===== src/rtl/lfu_pkg.sv =====
// Shared types and constants for the LFU cache table.
// Used by lfu_cell and lfu_cache_table; depends on nothing else.
package lfu_pkg;

  localparam int KEY_W   = 32;
  localparam int COUNT_W = 16;
  localparam int SLOT_W  = 3;
  localparam logic [COUNT_W-1:0] COUNT_MAX = '1;

  // One stored entry: key, payload and use count
  typedef struct packed {
    logic signed [KEY_W-1:0] key;
    logic signed [31:0]      value;
    logic signed [31:0]      size;
    logic signed [31:0]      tag;
    logic [COUNT_W-1:0]      count;
  } entry_t;

  // Running minimum handed along the row; one extra bit so the head can start above any count
  typedef struct packed {
    logic [COUNT_W:0]        cnt;
    logic signed [KEY_W-1:0] key;
  } scan_t;

  // Per-cell update, chosen in the lookup or commit state
  typedef enum logic [1:0] {
    OP_HOLD,
    OP_BUMP,
    OP_LOAD,
    OP_SHIFT
  } cell_op_t;

endpackage


===== src/rtl/lfu_cell.sv =====
// One slot of the LFU table: stores an entry, compares its key, passes the running minimum on.
// Depends on lfu_pkg.
module lfu_cell #(
  parameter int POS_W = 3,
  parameter logic [POS_W-1:0] INDEX = '0
) (
  input  logic                    clk,
  input  lfu_pkg::cell_op_t       op,
  input  lfu_pkg::entry_t         req,
  input  lfu_pkg::entry_t         nbr,
  input  logic signed [31:0]      look_key,
  input  lfu_pkg::scan_t          scan_in,
  input  logic [POS_W-1:0]        scan_pos_in,
  output lfu_pkg::entry_t         entry,
  output logic                    match,
  output lfu_pkg::scan_t          scan_out,
  output logic [POS_W-1:0]        scan_pos_out
);
  import lfu_pkg::*;

  logic            take_own;
  logic [COUNT_W:0] own_cnt;

  // Compare against the broadcast key
  assign match = (entry.key == look_key);

  // Update the stored entry
  always_ff @(posedge clk) begin
    unique case (op)
      OP_HOLD: begin
      end
      OP_BUMP: begin
        if (entry.count != COUNT_MAX) begin
          entry.count <= entry.count + COUNT_W'(1);
        end
      end
      OP_LOAD: begin
        entry       <= req;
        entry.count <= COUNT_W'(1);
      end
      OP_SHIFT: begin
        entry <= nbr;
      end
      default: begin
      end
    endcase
  end

  // Keep the earlier candidate on a tie
  assign own_cnt  = {1'b0, entry.count};
  assign take_own = (own_cnt < scan_in.cnt);

  // Advance the running minimum one cell per cycle
  always_ff @(posedge clk) begin
    if (take_own) begin
      scan_out.cnt <= own_cnt;
      scan_out.key <= entry.key;
      scan_pos_out <= INDEX;
    end else begin
      scan_out     <= scan_in;
      scan_pos_out <= scan_pos_in;
    end
  end

endmodule


===== src/rtl/lfu_cache_table.sv =====
// LFU cache table: row of ENTRIES cells with lookup control and a registered result.
// On a hit or a fill of a free slot the result is registered from the lookup state;
//   on an eviction, from the commit state once the minimum scan has walked the cell row.
// A new request is taken only in the idle state, after the last result is registered;
//   a result held by the sink stalls the next request's update until it is taken.
// Reset (rst, synchronous) empties the table and drops any pending result; no clearing pass.
// Depends on lfu_pkg and lfu_cell.
module lfu_cache_table #(
  parameter int ENTRIES = 8
) (
  input  logic         clk,
  input  logic         rst,
  input  logic         s_tvalid,
  output logic         s_tready,
  // s_tdata from bit 0: req_key[31:0], req_value[63:32], req_size[95:64], req_tag[127:96]
  input  logic [127:0] s_tdata,
  output logic         m_tvalid,
  input  logic         m_tready,
  // m_tdata from bit 0: hit[0], slot[3:1], use_count[19:4], evicted[20],
  // evicted_key[52:21], zero fill [55:53]
  output logic [55:0]  m_tdata
);
  import lfu_pkg::*;

  localparam int POS_W = (ENTRIES > 1) ? $clog2(ENTRIES) : 1;
  localparam int OCC_W = $clog2(ENTRIES + 1);

  typedef enum logic [1:0] {
    S_IDLE,
    S_LOOKUP,
    S_SCAN,
    S_COMMIT
  } state_t;

  state_t             state;
  entry_t             req;
  logic [OCC_W-1:0]   occupancy;
  logic [OCC_W-1:0]   scan_left;

  logic               out_hit;
  logic [SLOT_W-1:0]  out_slot;
  logic [COUNT_W-1:0] out_count;
  logic               out_evicted;
  logic signed [31:0] out_evicted_key;

  entry_t             entry_q  [ENTRIES];
  logic               match_q  [ENTRIES];
  scan_t              scan_q   [ENTRIES];
  logic [POS_W-1:0]   scan_pos [ENTRIES];
  cell_op_t           cell_op  [ENTRIES];

  scan_t              scan_head;
  logic [ENTRIES-1:0] hit_vec;
  logic [ENTRIES-1:0] first_hit;
  logic               any_hit;
  logic [POS_W-1:0]   hit_pos;
  logic [COUNT_W-1:0] hit_count;
  logic [COUNT_W-1:0] bump_count;
  logic               full;
  logic               out_free;
  logic               out_load;
  logic [POS_W-1:0]   victim;

  assign s_tready = (state == S_IDLE);
  assign out_free = !m_tvalid || m_tready;
  assign full     = (occupancy == OCC_W'(ENTRIES));
  assign victim   = scan_pos[ENTRIES-1];

  // A new result is registered this cycle
  assign out_load = out_free &&
                    ((state == S_LOOKUP && (any_hit || !full)) || state == S_COMMIT);

  assign scan_head.cnt = {1'b1, {COUNT_W{1'b0}}};
  assign scan_head.key = '0;

  // Row of cells; on eviction those from the victim on shift from their right neighbor
  for (genvar i = 0; i < ENTRIES; i++) begin : g_cell
    lfu_cell #(
      .POS_W (POS_W),
      .INDEX (POS_W'(i))
    ) u_cell (
      .clk          (clk),
      .op           (cell_op[i]),
      .req          (req),
      .nbr          ((i == ENTRIES - 1) ? req : entry_q[(i == ENTRIES - 1) ? i : i + 1]),
      .look_key     (req.key),
      .scan_in      ((i == 0) ? scan_head : scan_q[(i == 0) ? 0 : i - 1]),
      .scan_pos_in  ((i == 0) ? '0 : scan_pos[(i == 0) ? 0 : i - 1]),
      .entry        (entry_q[i]),
      .match        (match_q[i]),
      .scan_out     (scan_q[i]),
      .scan_pos_out (scan_pos[i])
    );
  end

  // Find the first valid slot holding the key
  always_comb begin
    hit_vec   = '0;
    first_hit = '0;
    hit_pos   = '0;
    hit_count = '0;
    for (int i = 0; i < ENTRIES; i++) begin
      hit_vec[i] = match_q[i] && (OCC_W'(i) < occupancy);
    end
    for (int i = ENTRIES - 1; i >= 0; i--) begin
      if (hit_vec[i]) begin
        hit_pos = POS_W'(i);
      end
    end
    for (int i = 0; i < ENTRIES; i++) begin
      first_hit[i] = hit_vec[i] && (hit_pos == POS_W'(i));
      if (first_hit[i]) begin
        hit_count = hit_count | entry_q[i].count;
      end
    end
  end

  assign any_hit    = |hit_vec;
  assign bump_count = (hit_count == COUNT_MAX) ? hit_count : hit_count + COUNT_W'(1);

  // Choose each cell's update for this cycle
  always_comb begin
    for (int i = 0; i < ENTRIES; i++) begin
      cell_op[i] = OP_HOLD;
      if (state == S_LOOKUP && out_free) begin
        if (any_hit) begin
          if (first_hit[i]) begin
            cell_op[i] = OP_BUMP;
          end
        end else if (!full && occupancy == OCC_W'(i)) begin
          cell_op[i] = OP_LOAD;
        end
      end else if (state == S_COMMIT && out_free) begin
        if (i == ENTRIES - 1) begin
          cell_op[i] = OP_LOAD;
        end else if (POS_W'(i) >= victim) begin
          cell_op[i] = OP_SHIFT;
        end
      end
    end
  end

  // Hold the request
  always_ff @(posedge clk) begin
    if (s_tvalid && s_tready) begin
      req.key   <= s_tdata[31:0];
      req.value <= s_tdata[63:32];
      req.size  <= s_tdata[95:64];
      req.tag   <= s_tdata[127:96];
      req.count <= COUNT_W'(1);
    end
  end

  // Sequence the request and register the result
  always_ff @(posedge clk) begin
    if (rst) begin
      state     <= S_IDLE;
      occupancy <= '0;
      scan_left <= '0;
      m_tvalid  <= 1'b0;
    end else begin
      if (m_tvalid && m_tready && !out_load) begin
        m_tvalid <= 1'b0;
      end
      unique case (state)
        S_IDLE: begin
          if (s_tvalid) begin
            state <= S_LOOKUP;
          end
        end
        S_LOOKUP: begin
          if (!any_hit && full) begin
            scan_left <= OCC_W'(ENTRIES);
            state     <= S_SCAN;
          end else if (out_free) begin
            m_tvalid        <= 1'b1;
            out_hit         <= any_hit;
            out_evicted     <= 1'b0;
            out_evicted_key <= '0;
            if (any_hit) begin
              out_slot  <= SLOT_W'(hit_pos);
              out_count <= bump_count;
            end else begin
              out_slot  <= SLOT_W'(occupancy);
              out_count <= COUNT_W'(1);
              occupancy <= occupancy + OCC_W'(1);
            end
            state <= S_IDLE;
          end
        end
        S_SCAN: begin
          if (scan_left == '0) begin
            state <= S_COMMIT;
          end else begin
            scan_left <= scan_left - OCC_W'(1);
          end
        end
        S_COMMIT: begin
          if (out_free) begin
            m_tvalid        <= 1'b1;
            out_hit         <= 1'b0;
            out_slot        <= SLOT_W'(ENTRIES - 1);
            out_count       <= COUNT_W'(1);
            out_evicted     <= 1'b1;
            out_evicted_key <= scan_q[ENTRIES-1].key;
            state           <= S_IDLE;
          end
        end
        default: begin
          state <= S_IDLE;
        end
      endcase
    end
  end

  assign m_tdata = {3'b000, out_evicted_key, out_evicted, out_count, out_slot, out_hit};

endmodule


===== config.mk =====
export PLATFORM = sky130hd
export DESIGN_NAME = lfu_cache_table
export DESIGN_NICKNAME = d
export VERILOG_FILES = /design/src/rtl/lfu_pkg.sv /design/src/rtl/lfu_cell.sv /design/src/rtl/lfu_cache_table.sv
export SDC_FILE = /design/constraint.sdc
export NUM_CORES = 2
export LEC_CHECK = 0
export ABC_AREA = 1
export BUFFER_PORTS_ARGS = -buffer_cell sky130_fd_sc_hd__buf_4
export CAP_MARGIN = 30
export CORE_MARGIN = 8
export CORE_UTILIZATION = 50
export DETAILED_ROUTE_END_ITERATION = 12
export PLACE_DENSITY = 0.65
export SYNTH_ARGS = -nofsm -noshare
export SYNTH_HDL_FRONTEND = slang
export SYNTH_SLANG_ARGS = --single-unit

===== constraint.sdc =====
create_clock -name clk -period 8 [get_ports clk]
set_input_delay 0.8 -clock clk [delete_from_list [all_inputs] [get_ports clk]]
set_output_delay 0.8 -clock clk [all_outputs]
set_load 0.01 [all_outputs]

==> results.md <==
- The first global-routing pass estimated 192000 µm of wire.
- The synthesized design contains 865 register bits.
- The largest single stage delay on the critical path is 0.95 ns.
- The run finished with clean final reports.
- By instance count, the cell type seen most on the critical path is nand2_1.
- The final cell count without fillers is 6151.
- The capture point of the worst reg-to-reg path is g_cell[2].u_cell.entry[127].
- The maximum resistive drop on vdd is 0.209 mV.
- The core occupancy in the finished layout is 56.1%.
- The floorplan step set the die height to 305 µm.
- The final layout net count is 5244.
- Row generation in the floorplan step produced 106 rows.
- The final number of hold-violating endpoints was 0.
- The aggregate negative setup slack is 0 ns.
- The detailed router placed 33500 vias in this run.
- The number of design rule violations left after detail routing is 0.
- The worst setup path is launched from a flip-flop.
- The insertion delay to the later sink of the worst-skew pair is 0.68 ns.
- Setup repair after global routing left no endpoint under its margin.
- Once detailed placement completed, the half-perimeter wirelength came to 97000 µm.
- For this design, the slowest cell found on the critical path is edfxtp_1.
- Summing the areas of all compound-gate instances in the mapped netlist gives 11.5% of the synthesized area.
- The cell total after placement is 5973.
- The proportion of synthesized chip area in sequential cells is 52.6%.
- Of the total synthesized cell area, the portion taken by XOR and XNOR cells is 2.97%.
- Port buffering added 90 buffers.
- Of the cells placed in the final design, the portion with a size suffix greater than 1 is 8.58%.
- The worst setup path is captured at a flip-flop.
- The final antenna-violating net count is 0.
- The highest attainable clock frequency is 179 MHz.
- The leakage power is 20.7 nW.
- For this design the ratio of total power to cell area is 308 mW/mm².
- Along the worst hold path, the cell count comes to 1.
- The die area is 0.0933 mm².
- CTS saw 865 sinks.
- The number of antenna violations at the first check in global routing is 3.
- After detailed routing, the average wire length per cell comes to 20.9 µm.
- The final estimated routing congestion in global placement is 0.934.
- The routed design could run at a clock period as short as 5.58 ns.
- At the worst endpoint, the required time is 8.39 ns.
- In the synthesized netlist the dominant register cell turns out to be edfxtp_1.
- The tree is rooted in a clkbuf_16.
- The critical-path maximum fanout is 76.
- The worst hold path begins at s_tdata[3].
- The number of global-route vias before repair was 31600.
- The count of cells along the worst register-to-register path is 21.
- For this run, the total global-route usage over all layers was measured as 26.7%.
- Counting flops with an async set or reset pin after synthesis yields a share of 0%.
- The DRC violation total after the first TritonRoute iteration is 3203.
- Summing every instance area after synthesis gives 0.0419 mm².
- The max-slew violation count was 0.
- The slew at the pin closest to its max-slew limit is 1.01 ns.
- After synthesis, the mean cell area works out to 8.46 µm².
- After synthesis, the share of cell area in mux cells is 0.215%.
- Final hold analysis gives a worst-case slack of 0.297 ns.
- The area growth from synthesis to layout is 11.6%.
- The core region is 0.0833 mm².
- The post-cts repair resize count is 0.
- By startpoint and endpoint, the worst setup path is classified as flip-flop to flip-flop.
- The iteration count of the initial detailed-routing pass is 6.
- The number of top-level pins is 190.
- Hold repair after CTS inserted 0 buffers.
- The initial standard-cell utilization of the core is 50.3%.
- The post-synthesis cell count is 4949.
- The horizontal extent of the die is 305 µm.
- Entering global routing, the biggest net connects 93 pins.
- The number of warnings issued by yosys is 0.
- The CTS tree is built.
- The clock skew is 0.0317 ns.
- The final-report setup violation count is 0.
- The final routed wirelength across all metal layers is 129000 µm.
- The total congestion overflow after global routing is 0.
- In this run the register-to-register setup slack is 2.42 ns.
- The synthesized netlist devotes 3.67% of its cell area to adder and majority cells.
- The total of max-cap violations is 0.
- The worst pin sits at a relative slew slack of 32.5%.
- The CTS buffer count is 93.
- After clock tree synthesis, the clock-pin slew on the worst setup and hold paths is 0.06 ns.
- The buffer levels on the longest clock path is 3.
- After Yosys synthesis, and, or, nand and nor cells account for 20.3% of the synthesized area.
- The path category of the worst min-delay check is input port to flip-flop.
- The buffers inserted during post-CTS setup optimization is 0.
- The final clock period utilization by the worst path is 69.8%.
- The dominant combinational cell family by area after synthesis is simple AND/OR/NAND/NOR gates.
- The end of the worst hold path is req[115].
- Counting distinct cell types in the post-synthesis netlist gives 64.
- The count of H-tree levels built during CTS is 3.
- The signal on the critical path passes through inv_1, nand2_1, nand2_1, nor2_1, nand2_1, nor2_1, nand3_1, nor2_4, inv_2, nand2_2, nor2_1, nand2_1, inv_2, nor2_1, inv_2, nand2_1, clkinv_1, buf_4, nand2_2, buf_4, o21ai_0.
- Data on the critical path arrives at its endpoint at 5.97 ns.
- In this run the critical register-to-register path is launched from req[120].
- The number of vias per cell is 5.45.
- The number of synthesized flops with an enable pin is 469.
sequential cells by signal (all words and copies together), names as in the netlist, 2 cells and up:
register                    flops
out_evicted_key                32
scan_left                       4
out_count                      16
out_slot                        3
state                           2
g_cell.u_cell.scan_pos_out     17
occupancy                       4
req                            32
g_cell.u_cell.entry           384
g_cell.u_cell.scan_out        368
cells by family after synthesis:
family	count (synthesis)
muxes	8
xor gates and xnor gates	142
other	1
adders and majority gates	123
buffers and inverters	896
AOI/OAI and AO/OA	888
and+or+nand+nor	2026
DFF	865
worst max path at each step:
stage / start / end / slack (ns) / cells past startpoint
finish: req[120] / g_cell[2].u_cell.entry[127] / 2.42 / 21
global route: req[121] / out_count[0] / 2.16 / 24
CTS: req[121] / g_cell[2].u_cell.entry[1] / 2.57 / 19
detailed placement: req[120] / g_cell[2].u_cell.entry[116] / 2.62 / 21
global placement: req[120] / g_cell[2].u_cell.entry[128] / 2.66 / 21
floorplan: occupancy[1] / out_count[0] / 2.09 / 15
layout by cell type, fill, tap and decap left out, types with 6 or more instances in the layout:
cell	count
o32ai_1	41
nor2_2	14
nor2_4	9
o22ai_1	39
clkbuf_8	23
xnor2_1	49
a21oi_1	89
clkbuf_16	98
bufinv_16	7
ha_1	123
o21ai_0	638
nand3b_1	7
o211ai_1	13
nand3_1	116
clkbuf_1	18
a31oi_1	12
edfxtp_1	469
dfxtp_1	396
mux2_2	8
nand2_1	1289
nand3_2	17
clkinv_2	17
clkinv_1	6
nand2_2	19
inv_1	652
xor2_1	93
nor4_1	13
o21ai_1	20
nor3b_1	9
inv_2	37
buf_4	144
nor2_1	377
nand4_1	69
nor3_1	59
layer usage:
metal | GRT usage [%] | vias up | wire, µm
met5 | 0 | - | 23
met4 | 11.9 | 4 | 6210
met3 | 3.65 | 286 | 7750
met2 | 46.6 | 1199 | 63100
met1 | 32.9 | 15800 | 51600
li1 | - | 16200 | -
final cells by class:
type / instances / area (µm²)
Antenna cell: 2 / 5.00
Clock buffer: 139 / 2840
Clock inverter: 36 / 487
Fill cell: 7696 / 36500
Inverter: 693 / 2600
Multi-Input combinational cell: 3190 / 16300
Sequential cell: 865 / 22000
Tap cell: 1080 / 1350
Timing Repair Buffer: 146 / 1130
Yosys cell counts (24+ instances only):
master	number	area, µm²
xnor2_1	49	429
nor3_1	60	300
nand3_1	121	606
inv_1	657	2470
a21oi_1	90	450
dfxtp_1	396	7930
o22ai_1	39	244
edfxtp_1	469	14100
ha_1	123	1540
buf_4	32	240
nor2_1	380	1430
nand2_1	1294	4860
nand4_1	69	432
o21ai_0	640	3200
o32ai_1	41	359
buf_2	24	120
xor2_1	93	815
clkbuf_1	117	439
inv_2	33	124
worst max-delay path: cells and delay by family (launching register included):
family	cells	cell delay, ns
and+or+nand+nor	13	2.30
DFF	1	0.95
buffers and inverters	7	1.75
AOI/OAI and AO/OA	1	0.18
through the flow:
step | setup WS, ns | area, µm² | total power, mW
after global placement | 2.66 | 43400 | 9.82
final | 2.42 | 46700 | 14.4
after detailed placement | 2.62 | 43400 | 9.90
after floorplan | 2.09 | 41900 | 8.64
after CTS | 2.57 | 46700 | 14.5
after global routing | 2.16 | 46700 | 15.2
report_power, final:
group	internal (mW)	switching [mW]	total, mW	leakage (nW)
registers	5.90	0.569	6.47	7.73
logic	1.03	2.32	3.35	11.3
clock network	2.71	1.89	4.59	1.63
(Power assumes the default switching activity.)
